## src/hdl/olc_pkg.sv

```systemverilog
// Shared types, codes and constants of the ownership lifecycle checker.
// No dependencies; every other file of the block refers to this package.
package olc_pkg;

   localparam int NUM_OBJECTS_DEF  = 3;
   localparam int MAX_FINDINGS_DEF = 16;

   localparam int ADDR_W  = 64;
   localparam int SEQ_W   = 32;
   localparam int COUNT_W = 16;

   typedef enum logic [2:0] {
      OP_NONE    = 3'd0,
      OP_EXPORT  = 3'd1,
      OP_MOVE    = 3'd2,
      OP_IMPORT  = 3'd3,
      OP_RETURN  = 3'd4,
      OP_RELEASE = 3'd5,
      OP_END     = 3'd6
   } opcode_type;

   typedef enum logic [1:0] {
      LC_ABSENT   = 2'd0,
      LC_EXPORTED = 2'd1,
      LC_IMPORTED = 2'd2,
      LC_RELEASED = 2'd3
   } obj_state_type;

   typedef enum logic [2:0] {
      RULE_BEFORE_IMPORT = 3'd0,
      RULE_NOT_CONSUMER  = 3'd1,
      RULE_TWICE         = 3'd2,
      RULE_NEVER         = 3'd3,
      RULE_STALE         = 3'd4,
      RULE_OUT_OF_ORDER  = 3'd5,
      RULE_CHILD         = 3'd6
   } rule_type;

   typedef struct packed {
      logic [2:0]        opcode;
      logic [1:0]        object;
      logic [ADDR_W-1:0] address;
      logic              from_consumer;
      logic              is_base_path;
      logic [SEQ_W-1:0]  sequence_req;
      logic              dropped_flag;
   } event_type;

   typedef struct packed {
      rule_type           rule;
      logic [1:0]         finding_object;
      logic [SEQ_W-1:0]   finding_sequence;
      logic [COUNT_W-1:0] finding_number;
      logic               stored;
      logic               incomplete;
   } finding_type;

   function automatic logic [COUNT_W-1:0] sat_inc(input logic [COUNT_W-1:0] value);
      sat_inc = (value == {COUNT_W{1'b1}}) ? value : value + COUNT_W'(1);
   endfunction

endpackage

```

## src/hdl/olc_ifs.sv

```systemverilog
// Valid/ready channel interfaces of the ownership lifecycle checker:
// event input, finding output and register write. Uses olc_pkg widths.
interface olc_req_if;
   logic                        valid;
   logic                        ready;
   logic [2:0]                  opcode;
   logic [1:0]                  object;
   logic [olc_pkg::ADDR_W-1:0]  address;
   logic                        from_consumer;
   logic                        is_base_path;
   logic [olc_pkg::SEQ_W-1:0]   sequence_req;
   logic                        dropped_flag;

   modport source (output valid, opcode, object, address, from_consumer, is_base_path,
                   sequence_req, dropped_flag, input ready);
   modport sink   (input valid, opcode, object, address, from_consumer, is_base_path,
                   sequence_req, dropped_flag, output ready);
endinterface

interface olc_rsp_if;
   logic                        valid;
   logic                        ready;
   logic [2:0]                  rule;
   logic [1:0]                  finding_object;
   logic [olc_pkg::SEQ_W-1:0]   finding_sequence;
   logic [olc_pkg::COUNT_W-1:0] finding_number;
   logic                        stored;
   logic                        incomplete;
   logic                        last;

   modport source (output valid, rule, finding_object, finding_sequence, finding_number,
                   stored, incomplete, last, input ready);
   modport sink   (input valid, rule, finding_object, finding_sequence, finding_number,
                   stored, incomplete, last, output ready);
endinterface

interface olc_csr_if;
   logic valid;
   logic ready;
   logic loc_strict;

   modport source (output valid, loc_strict, input ready);
   modport sink   (input valid, loc_strict, output ready);
endinterface

```

## src/hdl/olc_core.sv

```systemverilog
// Per-object lifecycle state, location store, finding counter and rule checks.
// Builds the findings of one accepted event combinationally. Uses olc_pkg.
module olc_core #(
   parameter int NUM_OBJECTS  = olc_pkg::NUM_OBJECTS_DEF,
   parameter int MAX_FINDINGS = olc_pkg::MAX_FINDINGS_DEF
) (
   input  logic                     clock,
   input  logic                     reset,
   input  logic                     accept,
   input  olc_pkg::event_type       evt,
   input  logic                     csr_write,
   input  logic                     csr_strict,
   output olc_pkg::finding_type     slots [NUM_OBJECTS],
   output logic [NUM_OBJECTS-1:0]   mask
);

   localparam int OBJ_W = (NUM_OBJECTS > 1) ? $clog2(NUM_OBJECTS) : 1;

   olc_pkg::obj_state_type              state_ff [NUM_OBJECTS];
   olc_pkg::obj_state_type              state_in [NUM_OBJECTS];
   logic [olc_pkg::ADDR_W-1:0]          loc_ff   [NUM_OBJECTS];
   logic [olc_pkg::ADDR_W-1:0]          loc_in   [NUM_OBJECTS];
   logic [olc_pkg::COUNT_W-1:0]         count_ff;
   logic [olc_pkg::COUNT_W-1:0]         count_in;
   logic                                strict_ff;
   logic                                strict_in;

   logic                                obj_ok;
   logic [OBJ_W-1:0]                    idx;
   olc_pkg::obj_state_type              cur;
   logic                                hit;
   olc_pkg::rule_type                   hit_rule;
   logic [olc_pkg::COUNT_W-1:0]         run;

   assign strict_in = csr_write ? csr_strict : strict_ff;
   assign obj_ok    = (evt.object < 2'(NUM_OBJECTS));
   assign idx       = evt.object[OBJ_W-1:0];
   assign cur       = state_ff[idx];

   always_comb begin
      state_in = state_ff;
      loc_in   = loc_ff;
      count_in = count_ff;
      mask     = '0;
      for (int i = 0; i < NUM_OBJECTS; i++) begin
         slots[i] = '0;
      end
      hit      = 1'b0;
      hit_rule = olc_pkg::RULE_BEFORE_IMPORT;
      run      = count_ff;
      if (accept) begin
         unique case (olc_pkg::opcode_type'(evt.opcode))
            olc_pkg::OP_END: begin
               // one never-released finding per live object, then clear all
               for (int i = 0; i < NUM_OBJECTS; i++) begin
                  if (state_ff[i] == olc_pkg::LC_EXPORTED ||
                      state_ff[i] == olc_pkg::LC_IMPORTED) begin
                     mask[i]                     = 1'b1;
                     slots[i].rule               = olc_pkg::RULE_NEVER;
                     slots[i].finding_object     = 2'(i);
                     slots[i].finding_sequence   = '0;
                     slots[i].finding_number     = olc_pkg::sat_inc(run);
                     slots[i].stored             = (run < olc_pkg::COUNT_W'(MAX_FINDINGS));
                     slots[i].incomplete         = evt.dropped_flag;
                     run                         = olc_pkg::sat_inc(run);
                  end
                  state_in[i] = olc_pkg::LC_ABSENT;
                  loc_in[i]   = '0;
               end
               count_in = '0;
            end
            olc_pkg::OP_EXPORT: begin
               if (obj_ok) begin
                  state_in[idx] = olc_pkg::LC_EXPORTED;
                  loc_in[idx]   = evt.address;
               end
            end
            olc_pkg::OP_MOVE: begin
               if (obj_ok) begin
                  loc_in[idx] = evt.address;
               end
            end
            olc_pkg::OP_IMPORT: begin
               if (obj_ok) begin
                  hit           = (cur != olc_pkg::LC_EXPORTED);
                  hit_rule      = olc_pkg::RULE_OUT_OF_ORDER;
                  state_in[idx] = olc_pkg::LC_IMPORTED;
                  loc_in[idx]   = evt.address;
               end
            end
            olc_pkg::OP_RETURN: begin
               if (obj_ok && cur == olc_pkg::LC_IMPORTED) begin
                  state_in[idx] = olc_pkg::LC_EXPORTED;
               end
            end
            olc_pkg::OP_RELEASE: begin
               if (obj_ok) begin
                  if (!evt.is_base_path) begin
                     hit      = evt.from_consumer;
                     hit_rule = olc_pkg::RULE_CHILD;
                  end else begin
                     if (cur == olc_pkg::LC_RELEASED) begin
                        hit      = 1'b1;
                        hit_rule = olc_pkg::RULE_TWICE;
                     end else if (evt.from_consumer) begin
                        if (cur != olc_pkg::LC_IMPORTED) begin
                           hit      = 1'b1;
                           hit_rule = olc_pkg::RULE_BEFORE_IMPORT;
                        end else begin
                           hit      = strict_ff && (evt.address != loc_ff[idx]);
                           hit_rule = olc_pkg::RULE_STALE;
                        end
                     end else begin
                        hit      = (cur == olc_pkg::LC_IMPORTED);
                        hit_rule = olc_pkg::RULE_NOT_CONSUMER;
                     end
                     state_in[idx] = olc_pkg::LC_RELEASED;
                  end
               end
            end
            default: begin
            end
         endcase
      end
      if (hit) begin
         mask[0]                   = 1'b1;
         slots[0].rule             = hit_rule;
         slots[0].finding_object   = evt.object;
         slots[0].finding_sequence = evt.sequence_req;
         slots[0].finding_number   = olc_pkg::sat_inc(count_ff);
         slots[0].stored           = (count_ff < olc_pkg::COUNT_W'(MAX_FINDINGS));
         slots[0].incomplete       = 1'b0;
         count_in                  = olc_pkg::sat_inc(count_ff);
      end
   end

   always_ff @(posedge clock) begin
      if (reset) begin
         for (int i = 0; i < NUM_OBJECTS; i++) begin
            state_ff[i] <= olc_pkg::LC_ABSENT;
            loc_ff[i]   <= '0;
         end
         count_ff  <= '0;
         strict_ff <= 1'b0;
      end else begin
         state_ff  <= state_in;
         loc_ff    <= loc_in;
         count_ff  <= count_in;
         strict_ff <= strict_in;
      end
   end

endmodule

```

## src/hdl/olc_emit.sv

```systemverilog
// Finding register of the checker: holds the findings of one event and
// hands them out one per transfer, lowest slot first. Uses olc_pkg.
module olc_emit #(
   parameter int NUM_OBJECTS = olc_pkg::NUM_OBJECTS_DEF
) (
   input  logic                     clock,
   input  logic                     reset,
   input  logic                     load,
   input  olc_pkg::finding_type     slots [NUM_OBJECTS],
   input  logic [NUM_OBJECTS-1:0]   mask,
   input  logic                     rsp_ready,
   output logic                     rsp_valid,
   output olc_pkg::finding_type     rsp_finding,
   output logic                     rsp_last,
   output logic                     take_ok
);

   olc_pkg::finding_type     slots_ff [NUM_OBJECTS];
   logic [NUM_OBJECTS-1:0]   mask_ff;
   logic [NUM_OBJECTS-1:0]   mask_in;
   logic [NUM_OBJECTS-1:0]   lowest;
   logic [NUM_OBJECTS-1:0]   rest;
   logic                     pop;

   assign lowest    = mask_ff & (~mask_ff + NUM_OBJECTS'(1));
   assign rest      = mask_ff & ~lowest;
   assign rsp_valid = |mask_ff;
   assign rsp_last  = (rest == '0);
   assign pop       = rsp_valid & rsp_ready;
   // take a new event when empty or when the final finding leaves now
   assign take_ok   = !rsp_valid || (pop && rsp_last);

   always_comb begin
      rsp_finding = slots_ff[0];
      for (int i = NUM_OBJECTS - 1; i >= 0; i--) begin
         if (lowest[i]) begin
            rsp_finding = slots_ff[i];
         end
      end
   end

   always_comb begin
      if (load) begin
         mask_in = mask;
      end else if (pop) begin
         mask_in = rest;
      end else begin
         mask_in = mask_ff;
      end
   end

   always_ff @(posedge clock) begin
      if (reset) begin
         mask_ff <= '0;
      end else begin
         mask_ff <= mask_in;
      end
   end

   always_ff @(posedge clock) begin
      if (load) begin
         slots_ff <= slots;
      end
   end

endmodule

```

## src/hdl/ownership_lifecycle_checker_top.sv

```systemverilog
// Ownership lifecycle checker, top level.
// A finding is offered on rsp the cycle after its event transfers on req.
// Throughput: one event per cycle while rsp does not stall; an end-of-log event
//   with k live objects (k <= NUM_OBJECTS) holds the register until all k transfer.
// Reset (synchronous, active high): all objects absent, locations and finding
//   count zero, strict location check off, finding register empty.
module ownership_lifecycle_checker_top #(
   parameter int NUM_OBJECTS  = olc_pkg::NUM_OBJECTS_DEF,
   parameter int MAX_FINDINGS = olc_pkg::MAX_FINDINGS_DEF
) (
   input  logic       clock,
   input  logic       reset,
   olc_req_if.sink    req_bus,
   olc_rsp_if.source  rsp_bus,
   olc_csr_if.sink    csr_bus
);

   olc_pkg::event_type     evt;
   olc_pkg::finding_type   slots [NUM_OBJECTS];
   olc_pkg::finding_type   rsp_finding;
   logic [NUM_OBJECTS-1:0] mask;
   logic                   accept;
   logic                   take_ok;
   logic                   rsp_last;
   logic                   rsp_valid;

   // Register writes land at once; the port never stalls.
   assign csr_bus.ready = 1'b1;

   // Event transfer: gated only by the finding register being free or draining.
   assign req_bus.ready = take_ok;
   assign accept        = req_bus.valid & take_ok;

   // Gather the event payload.
   assign evt.opcode        = req_bus.opcode;
   assign evt.object        = req_bus.object;
   assign evt.address       = req_bus.address;
   assign evt.from_consumer = req_bus.from_consumer;
   assign evt.is_base_path  = req_bus.is_base_path;
   assign evt.sequence_req  = req_bus.sequence_req;
   assign evt.dropped_flag  = req_bus.dropped_flag;

   // State lookup, rule checks and finding numbering for the accepted event.
   olc_core #(
      .NUM_OBJECTS  (NUM_OBJECTS),
      .MAX_FINDINGS (MAX_FINDINGS)
   ) u_core (
      .clock      (clock),
      .reset      (reset),
      .accept     (accept),
      .evt        (evt),
      .csr_write  (csr_bus.valid),
      .csr_strict (csr_bus.loc_strict),
      .slots      (slots),
      .mask       (mask)
   );

   // Hold the findings and drain them one transfer at a time.
   olc_emit #(
      .NUM_OBJECTS (NUM_OBJECTS)
   ) u_emit (
      .clock       (clock),
      .reset       (reset),
      .load        (accept),
      .slots       (slots),
      .mask        (mask),
      .rsp_ready   (rsp_bus.ready),
      .rsp_valid   (rsp_valid),
      .rsp_finding (rsp_finding),
      .rsp_last    (rsp_last),
      .take_ok     (take_ok)
   );

   // Drive the finding channel.
   assign rsp_bus.valid            = rsp_valid;
   assign rsp_bus.rule             = rsp_finding.rule;
   assign rsp_bus.finding_object   = rsp_finding.finding_object;
   assign rsp_bus.finding_sequence = rsp_finding.finding_sequence;
   assign rsp_bus.finding_number   = rsp_finding.finding_number;
   assign rsp_bus.stored           = rsp_finding.stored;
   assign rsp_bus.incomplete       = rsp_finding.incomplete;
   assign rsp_bus.last             = rsp_last;

endmodule

```

## src/flat_wrapper.sv

```systemverilog
// flat-port wrapper written by rule: the top's interface ports become plain ports
module ownership_lifecycle_checker_top_flat 
#(
   parameter int NUM_OBJECTS  = olc_pkg::NUM_OBJECTS_DEF,
   parameter int MAX_FINDINGS = olc_pkg::MAX_FINDINGS_DEF
)
  (clock, reset, req_bus_valid, req_bus_opcode, req_bus_object, req_bus_address, req_bus_from_consumer, req_bus_is_base_path, req_bus_sequence_req, req_bus_dropped_flag, req_bus_ready, rsp_bus_valid, rsp_bus_rule, rsp_bus_finding_object, rsp_bus_finding_sequence, rsp_bus_finding_number, rsp_bus_stored, rsp_bus_incomplete, rsp_bus_last, rsp_bus_ready, csr_bus_valid, csr_bus_loc_strict, csr_bus_ready);
  olc_req_if req_bus_i ();
  olc_rsp_if rsp_bus_i ();
  olc_csr_if csr_bus_i ();
  input  logic clock;
  input  logic reset;
  input wire logic [$bits(req_bus_i.valid)-1:0] req_bus_valid;
  input wire logic [$bits(req_bus_i.opcode)-1:0] req_bus_opcode;
  input wire logic [$bits(req_bus_i.object)-1:0] req_bus_object;
  input wire logic [$bits(req_bus_i.address)-1:0] req_bus_address;
  input wire logic [$bits(req_bus_i.from_consumer)-1:0] req_bus_from_consumer;
  input wire logic [$bits(req_bus_i.is_base_path)-1:0] req_bus_is_base_path;
  input wire logic [$bits(req_bus_i.sequence_req)-1:0] req_bus_sequence_req;
  input wire logic [$bits(req_bus_i.dropped_flag)-1:0] req_bus_dropped_flag;
  output wire logic [$bits(req_bus_i.ready)-1:0] req_bus_ready;
  output wire logic [$bits(rsp_bus_i.valid)-1:0] rsp_bus_valid;
  output wire logic [$bits(rsp_bus_i.rule)-1:0] rsp_bus_rule;
  output wire logic [$bits(rsp_bus_i.finding_object)-1:0] rsp_bus_finding_object;
  output wire logic [$bits(rsp_bus_i.finding_sequence)-1:0] rsp_bus_finding_sequence;
  output wire logic [$bits(rsp_bus_i.finding_number)-1:0] rsp_bus_finding_number;
  output wire logic [$bits(rsp_bus_i.stored)-1:0] rsp_bus_stored;
  output wire logic [$bits(rsp_bus_i.incomplete)-1:0] rsp_bus_incomplete;
  output wire logic [$bits(rsp_bus_i.last)-1:0] rsp_bus_last;
  input wire logic [$bits(rsp_bus_i.ready)-1:0] rsp_bus_ready;
  input wire logic [$bits(csr_bus_i.valid)-1:0] csr_bus_valid;
  input wire logic [$bits(csr_bus_i.loc_strict)-1:0] csr_bus_loc_strict;
  output wire logic [$bits(csr_bus_i.ready)-1:0] csr_bus_ready;
  assign req_bus_i.valid = req_bus_valid;
  assign req_bus_i.opcode = req_bus_opcode;
  assign req_bus_i.object = req_bus_object;
  assign req_bus_i.address = req_bus_address;
  assign req_bus_i.from_consumer = req_bus_from_consumer;
  assign req_bus_i.is_base_path = req_bus_is_base_path;
  assign req_bus_i.sequence_req = req_bus_sequence_req;
  assign req_bus_i.dropped_flag = req_bus_dropped_flag;
  assign req_bus_ready = req_bus_i.ready;
  assign rsp_bus_valid = rsp_bus_i.valid;
  assign rsp_bus_rule = rsp_bus_i.rule;
  assign rsp_bus_finding_object = rsp_bus_i.finding_object;
  assign rsp_bus_finding_sequence = rsp_bus_i.finding_sequence;
  assign rsp_bus_finding_number = rsp_bus_i.finding_number;
  assign rsp_bus_stored = rsp_bus_i.stored;
  assign rsp_bus_incomplete = rsp_bus_i.incomplete;
  assign rsp_bus_last = rsp_bus_i.last;
  assign rsp_bus_i.ready = rsp_bus_ready;
  assign csr_bus_i.valid = csr_bus_valid;
  assign csr_bus_i.loc_strict = csr_bus_loc_strict;
  assign csr_bus_ready = csr_bus_i.ready;
  ownership_lifecycle_checker_top #(.NUM_OBJECTS(NUM_OBJECTS), .MAX_FINDINGS(MAX_FINDINGS)) u_core (.clock(clock), .reset(reset), .req_bus(req_bus_i), .rsp_bus(rsp_bus_i), .csr_bus(csr_bus_i));
endmodule
```

## config.mk

```make
export PLATFORM = sky130hd
export DESIGN_NAME = ownership_lifecycle_checker_top_flat
export DESIGN_NICKNAME = d
export VERILOG_FILES = /design/src/hdl/olc_pkg.sv /design/src/hdl/olc_ifs.sv /design/src/hdl/olc_core.sv /design/src/hdl/olc_emit.sv /design/src/hdl/ownership_lifecycle_checker_top.sv /design/src/flat_wrapper.sv
export SDC_FILE = /design/constraint.sdc
export NUM_CORES = 1
export LEC_CHECK = 0
export ABC_AREA = 1
export CORE_MARGIN = 2
export CORE_UTILIZATION = 50
export CTS_CLUSTER_DIAMETER = 120
export DETAILED_ROUTE_END_ITERATION = 10
export DONT_BUFFER_PORTS = 1
export GPL_TIMING_DRIVEN = 0
export PLACE_DENSITY = 0.75
export SYNTH_ARGS = -nofsm -noshare
export SYNTH_HDL_FRONTEND = slang
export SYNTH_SLANG_ARGS = --single-unit
```

## constraint.sdc

```tcl
create_clock -name clock -period 9.62 [get_ports clock]
set_input_delay 0.962 -clock clock [delete_from_list [all_inputs] [get_ports clock]]
set_output_delay 0.962 -clock clock [all_outputs]
set_load 0.05 [all_outputs]
```

# Word level (Yosys, flattened, before mapping)

Index checks and enable logic that the tools add are counted.
Widths: inputs -> output; s select.

Bits in registers: 383
Latch bits: 0
RAM bits: 0
Bits in read-only memories: 0
Word-level logic and storage cells: 163
Memories: 0

$add $sub $neg: 4
Multipliers: 0
Div/mod/pow operators: 0
Order comparisons: 6
Eq/ne operators: 26
Shifts and indexed selects: 0
Mux-type cells: 61
Bitwise operators: 16
Reductions and logical operators: 23

Operator list:

| cell                  | number |
|---|---|
| $pmux 192 s2          | 1 |
| $mux 55               | 4 |
| $bwmux 192            | 1 |
| $mux 16               | 12 |
| $mux 192              | 1 |
| $mux 64               | 3 |
| $mux 164              | 1 |
| $mux 54               | 3 |
| $bmux 64 s2           | 1 |
| $demux 64 s2          | 1 |
| $ne 64x64->1          | 1 |
| $add 16x1->16 const B | 3 |
| $eq 16x16->1 const B  | 3 |
| $lt 16x5->1 const B   | 3 |
| $mux 6                | 5 |
| $pmux 6 s5            | 1 |
| $mux 3                | 9 |
| $and 3x3->3           | 4 |
| $ne 2x2->1 const B    | 6 |
| $not 3->3             | 4 |
| $mux 1                | 11 |
| $eq 2x2->1 const B    | 5 |
| $eq 3x3->1 const B    | 3 |
| $reduce_or 3->1       | 3 |
| 27 further kinds      | 47 |

# Longest topological paths before layout

Word-level depth: 20
Mapped depth: 28

# Cells and area by module

A second synthesis with hierarchy kept.

Cell total of the unflattened synthesis: 2683
Area, all modules: 19957.9 um2

By module, submodules not included:

| module                          | times used | cells an instance | area each (um2) | seq. area each (um2) |
|---|---|---|---|---|
| olc_core                        | 1          | 2248              | 13783.2         | 4304.1 |
| olc_emit                        | 1          | 431               | 6155.9          | 5014.8 |
| ownership_lifecycle_checker_top | 1          | 4                 | 18.8            | 0.0 |

# Least setup slack after synthesis

OpenSTA, ideal clock, no wires.

Path type: reg2reg
Start point: register u_core.u_emit.mask_ff[0]
End point: register u_core.u_emit.mask_ff[0]
Library setup time: 0.076 ns
Data arrival time: 5.404 ns
Data required time: 9.544 ns
Slack: 4.140 ns
Stages on the path, launching flop included: 11
Period minus slack after synthesis: 5.480 ns
Path through: dfxtp_1 -> nor2_1 -> nor2_1 -> a21oi_1 -> nand2_1 -> nand2_1 -> nand2_1 -> inv_1 -> buf_1 -> o21ai_0 -> a21oi_1

Longest elaborated chain between the ends: 12
Elaborated cells on any way between the ends: 17
Classes of those cells: add/sub (1); mux (4); bitwise (6); reduce/logical (6)

RTL lines:

| item                   | RTL line                              | text |
|---|---|---|
| start, declared        | olc_emit.sv:19                        | `logic [NUM_OBJECTS-1:0] mask_ff;` |
| start signal, assigned | olc_emit.sv:56                        | `mask_ff <= mask_in;` |
| $not 3->3              | olc_emit.sv:25                        | `assign lowest = mask_ff & (~mask_ff + NUM_OBJECTS'(1));` |
| $add 3x1->3            | olc_emit.sv:25                        |  |
| $and 3x3->3            | olc_emit.sv:25                        |  |
| $not 3->3              | olc_emit.sv:26                        | `assign rest = mask_ff & ~lowest;` |
| $and 3x3->3 (*)        | olc_emit.sv:26                        |  |
| $logic_not 3->1 (*)    | olc_emit.sv:28                        | `assign rsp_last = (rest == '0);` |
| net rsp_bus_last       | flat_wrapper.sv:29                    | `output wire logic [$bits(rsp_bus_i.last)-1:0] rsp_bus_last;` |
| $logic_and 1x1->1 (*)  | olc_emit.sv:31                        | `assign take_ok = !rsp_valid \|\| (pop && rsp_last);` |
| $logic_or 1x1->1 (*)   | olc_emit.sv:31                        |  |
| net req_bus_ready      | flat_wrapper.sv:21                    | `output wire logic [$bits(req_bus_i.ready)-1:0] req_bus_ready;` |
| $and 1x1->1 (*)        | ownership_lifecycle_checker_top.sv:32 | `assign accept = req_bus.valid & take_ok;` |
| net u_core.accept      | ownership_lifecycle_checker_top.sv:22 | `logic accept;` |
| $mux 1                 | olc_core.sv:51                        | `if (accept) begin` |
| $mux 1                 | olc_core.sv:125                       | `if (hit) begin` |
| $mux 3                 | olc_emit.sv:43                        | `if (load) begin` |

The timed path passes the listed nets; every way through them passes the cells marked *. The select of a mux whose other input is x is not followed.
A chain may end at the register's enable or synchronous reset.

# Worst setup path after layout

Start point: register u_core.u_core.count_ff[0] in the netlist's numbering
End point: register u_core.u_emit.slots_ff[3] in the netlist's numbering, data pin

Longest elaborated chain between the ends: 12
Elaborated cells on any way between the ends: 15
Classes of those cells: add/sub (3); eq/ne (3); mux (9)

RTL lines:

| item                                          | RTL line        | text |
|---|---|---|
| start, declared                               | olc_core.sv:23  | `logic [olc_pkg::COUNT_W-1:0] count_ff;` |
| start signal, assigned                        | olc_core.sv:148 | `count_ff <= count_in;` |
| $add 16x1->16 or $eq 16x16->1 (tied branches) | olc_pkg.sv:59   | `sat_inc = (value == {COUNT_W{1'b1}}) ? value : value + COUNT_W'(1);` |
| $mux 16                                       | n/a             |  |
| $mux 16 (*)                                   | olc_core.sv:56  | `if (state_ff[i] == olc_pkg::LC_EXPORTED \|\|` |
| $mux 16 (*)                                   | olc_core.sv:52  | `unique case (olc_pkg::opcode_type'(evt.opcode))` |
| $mux 16 (*)                                   | olc_core.sv:51  |  |
| $add 16x1->16 or $eq 16x16->1 (tied branches) | olc_pkg.sv:59   |  |
| $mux 16                                       | olc_pkg.sv:59   |  |
| $mux 16 (*)                                   | olc_core.sv:56  |  |
| $mux 16 (*)                                   | olc_core.sv:52  |  |
| $mux 16 (*)                                   | olc_core.sv:51  |  |
| $add 16x1->16 or $eq 16x16->1 (tied branches) | n/a             |  |
| $mux 16 (*)                                   | olc_pkg.sv:59   |  |
| end signal, assigned                          | olc_emit.sv:62  | `slots_ff <= slots;` |
| end, declared                                 | olc_emit.sv:18  | `olc_pkg::finding_type slots_ff [NUM_OBJECTS];` |

Mark *: on every way between the ends. The rest lies on a longest branch, timed or not. The select of a mux whose other input is x is not followed.

==> impl_metrics.json <==
{
  "net_count_of_the_mapped_netlist": 2543,
  "maxCapViolCount": 0,
  "first_global_vias": 15488,
  "rows": 66,
  "grt.total_usage_pct": 29.6,
  "postPlaceCellArea_mm2": 0.0173,
  "timing.setup.critical_path_class": "reg2reg",
  "grt_start_max_net_pins": 48,
  "drtIter0Drc": 1599,
  "relative_slew_slack_pct": 16.9,
  "worst-endpoint-required_ns": 9.92,
  "clock-sinks": 311,
  "ys.flop_type": "sky130_fd_sc_hd__dfxtp_1",
  "finalSetupViolCount": 0,
  "wl_per_cell_um": 18.0,
  "synth.yosys.seq_area_share_pct": 42.9,
  "hold_buffers": 0,
  "antenna_found_initial": 2,
  "die_w_um": 187,
  "report.final.hold_viol_count": 0,
  "crit_path_end_kind": "flip-flop",
  "largest_clock_skew_in_the_final_design_ns": 0.0222,
  "cts.clk_slew.worst_paths_ns": 0.07,
  "detailedPlacementHpwl_um": 37200,
  "design.die.area_mm2": 0.0348,
  "drt-pass1-iter-count": 5,
  "numPortBuffers": 0,
  "globalRouteOverflowTotal": 0,
  "crit_family": "simple AND/OR/NAND/NOR gates",
  "max_clock_freq_mhz": 219,
  "drt_wl_total_um": 52800,
  "postSynthRegisterBits": 311,
  "root_buffer": "sky130_fd_sc_hd__clkbuf_16",
  "power.ir.vdd_worst_mv": 0.162,
  "timing.critical_path.slowest_cell_delay_ns": 0.50,
  "clk_latency_ns": 0.55,
  "timing.hold.worst.class": "reg2reg",
  "route.antenna.remaining_nets": 0,
  "core_mm2": 0.0327,
  "post_syn_instances": 2430,
  "cts_max_path_buffers": 3,
  "rsz0062_at_grt": "false",
  "design_area_mm2": 0.0185,
  "post-route-drc-count": 0,
  "synth-warning-count": 0,
  "initial_core_util_pct": 51.0,
  "critPathBufInv": 2,
  "async_flop_share_pct": 0,
  "crit_fanout": 10,
  "via_per_inst": 5.57,
  "die_height_um": 187,
  "post-route-min-period_ns": 4.57,
  "worstSetupStartpointType": "flip-flop",
  "timing.critical_path.arrival_ns": 4.87,
  "routed-via-count": 16357,
  "synth-edff-count": 93,
  "maxSlewViolCount": 0,
  "routabilityCongestion": 0.923,
  "ctsResizeCount": 0,
  "post_cts_buffers": 0,
  "filler_cell_count": 3131,
  "final_layout_size_suffix_gt1_share_pct": 6.01,
  "worst-slew-pin-transition_ns": 1.25,
  "cts_tree": "done",
  "total_power_mw": 3.47,
  "timing.critical_path.mode_cell": "sky130_fd_sc_hd__nand2_1",
  "tritoncts.num_buffers": 36,
  "period_share_pct": 47.5,
  "h-tree-depth": 2,
  "status": "complete, no violations",
  "num-nets-final": 2583,
  "io_pins": 169,
  "p_leak_nw": 7.36,
  "final_core_utilization_pct": 56.4,
  "worst_path_slowest_cell": "sky130_fd_sc_hd__dfxtp_1",
  "power_density_over_cell_area_mw_per_mm2": 188,
  "area_growth_pct": 10.7,
  "syn_avg_cell_area_um2": 6.86,
  "synth.distinct_cells": 43,
  "syn-cell-area_mm2": 0.0167,
  "finalSetupTns_ns": 0,
  "first_pass_grt_wire_length_um": 82300
}
registers in the layout (all words and copies together) (netlist names):
register	count
u_core.u_core.strict_ff	1
u_core.u_core.count_ff	16
u_core.u_emit.mask_ff	3
u_core.u_core.loc_ff	192
u_core.u_emit.slots_ff	93
u_core.u_core.state_ff	6
through the flow:
step / cells / setup WS (ns) / hold slack (ns)
3_5_place_dp: 2874 / 5.12 / 0.455
2_1_floorplan: 2430 / 4.14 / 0.445
6_report: 2937 / 5.05 / 0.462
5_1_grt: 2936 / 4.71 / 0.479
4_1_cts: 2936 / 5.15 / 0.464
3_3_place_gp: 2872 / 2.33 / 0.451
worst reg2reg max path: cells and delay by family, from the launching register on:
family                     cells  cell delay (ns)
adders and majority gates      3             0.87
buffers and inverters          2             0.24
DFF                            1             0.50
and+or+nand+nor               20             2.69
final timing paths:
check                           slack (ns)  cells past startpoint                                 endpoint                                    from
worst max-delay path                  5.05                     25  u_core.u_emit.slots_ff[3]$_SDFFCE_PN0P_  u_core.u_core.count_ff[0]$_SDFFE_PP0P_
worst min-delay path                  0.46                      2   u_core.u_core.loc_ff[115]$_SDFFE_PP0P_  u_core.u_core.loc_ff[115]$_SDFFE_PP0P_
worst max register to register        5.05                     25  u_core.u_emit.slots_ff[3]$_SDFFCE_PN0P_  u_core.u_core.count_ff[0]$_SDFFE_PP0P_
worst min register to register        0.46                      2   u_core.u_core.loc_ff[115]$_SDFFE_PP0P_  u_core.u_core.loc_ff[115]$_SDFFE_PP0P_
layout by cell type, fill, tap and decap left out, drive strengths merged, types with 2 or more instances in the layout:
cell,netlist,final
a21oi,226,226
a221oi,8,8
buf,34,36
bufinv,0,2
clkbuf,96,145
clkinv,4,9
clkinvlp,0,3
dfxtp,218,218
edfxtp,93,93
ha,3,3
inv,199,202
nand2,966,966
nand3,178,178
nand3b,5,5
nand4,27,27
nor2,175,175
nor3,34,34
nor3b,35,35
nor4,6,6
o21ai,37,37
or2,2,2
xnor2,6,6
xor2,69,69
cells by family (layout without fill, tap and decap cells):
kind of cell             after synthesis  count (layout)  share of synthesized area (%)
AND/OR/NAND/NOR                     1428            1428                           36.4
buffers and inverters                333             397                           7.80
flip-flops                           311             311                           42.9
AO/OA/AOI/OAI                        279             279                           8.70
XOR/XNOR                              75              75                           3.94
adder cells (fa/ha/maj)                3               3                          0.225
other                                  1               2                         0.0225
power breakdown:
| group | total (mW) | switching, mW | internal [mW] | leakage [nW] |
|---|---|---|---|---|
| combinational | 0.659 | 0.564 | 0.0947 | 4.08 |
| clock | 1.38 | 0.568 | 0.809 | 0.575 |
| sequential | 1.43 | 0.0181 | 1.41 | 2.70 |
| total | 3.47 | 1.15 | 2.32 | 7.36 |
layer usage:
layer  GRT usage (%)  up-vias  wire [um]
li1                -     7849          -
met1            37.7     7524      20800
met2            47.8      821      24200
met3            6.06      161       5170
met4            15.2        2       2540
met5               0        -         13
cells in the mapped netlist, types with 3 or more instances:
library cell | count | area share, %
sky130_fd_sc_hd__nand3_2 | 6 | 0.36
sky130_fd_sc_hd__o21ai_0 | 30 | 0.90
sky130_fd_sc_hd__nor2_2 | 14 | 0.53
sky130_fd_sc_hd__nor2_4 | 7 | 0.47
sky130_fd_sc_hd__buf_1 | 14 | 0.32
sky130_fd_sc_hd__a221oi_1 | 8 | 0.42
sky130_fd_sc_hd__clkbuf_1 | 96 | 2.2
sky130_fd_sc_hd__xor2_1 | 69 | 3.6
sky130_fd_sc_hd__nor3b_1 | 35 | 1.6
sky130_fd_sc_hd__xnor2_1 | 6 | 0.32
sky130_fd_sc_hd__a21oi_1 | 225 | 6.8
sky130_fd_sc_hd__o21ai_1 | 7 | 0.21
sky130_fd_sc_hd__buf_2 | 14 | 0.42
sky130_fd_sc_hd__nor4_1 | 6 | 0.23
sky130_fd_sc_hd__inv_1 | 186 | 4.2
sky130_fd_sc_hd__buf_4 | 4 | 0.18
sky130_fd_sc_hd__clkinv_1 | 4 | 0.090
sky130_fd_sc_hd__nand3b_1 | 5 | 0.23
sky130_fd_sc_hd__nand3_1 | 171 | 5.1
sky130_fd_sc_hd__nor3_1 | 34 | 1.0
sky130_fd_sc_hd__nand2_2 | 25 | 0.94
sky130_fd_sc_hd__edfxtp_1 | 93 | 17
sky130_fd_sc_hd__dfxtp_1 | 218 | 26
sky130_fd_sc_hd__nand4_1 | 27 | 1.0
sky130_fd_sc_hd__ha_1 | 3 | 0.23
sky130_fd_sc_hd__nor2_1 | 154 | 3.5
sky130_fd_sc_hd__nand2_1 | 939 | 21
sky130_fd_sc_hd__inv_2 | 12 | 0.27
area by class of cell:
class,instances,area [um2],area share [%]
Multi-Input combinational cell,1786,8220,44.5
Sequential cell,311,7160,38.8
Clock buffer,49,1030,5.58
Inverter,203,764,4.14
Tap cell,442,553,3.00
Buffer,130,537,2.91
Clock inverter,13,153,0.827
Timing Repair Buffer,2,40.0,0.217
Antenna cell,1,2.50,0.0136
Note: power is estimated with default switching activity, not from simulation.
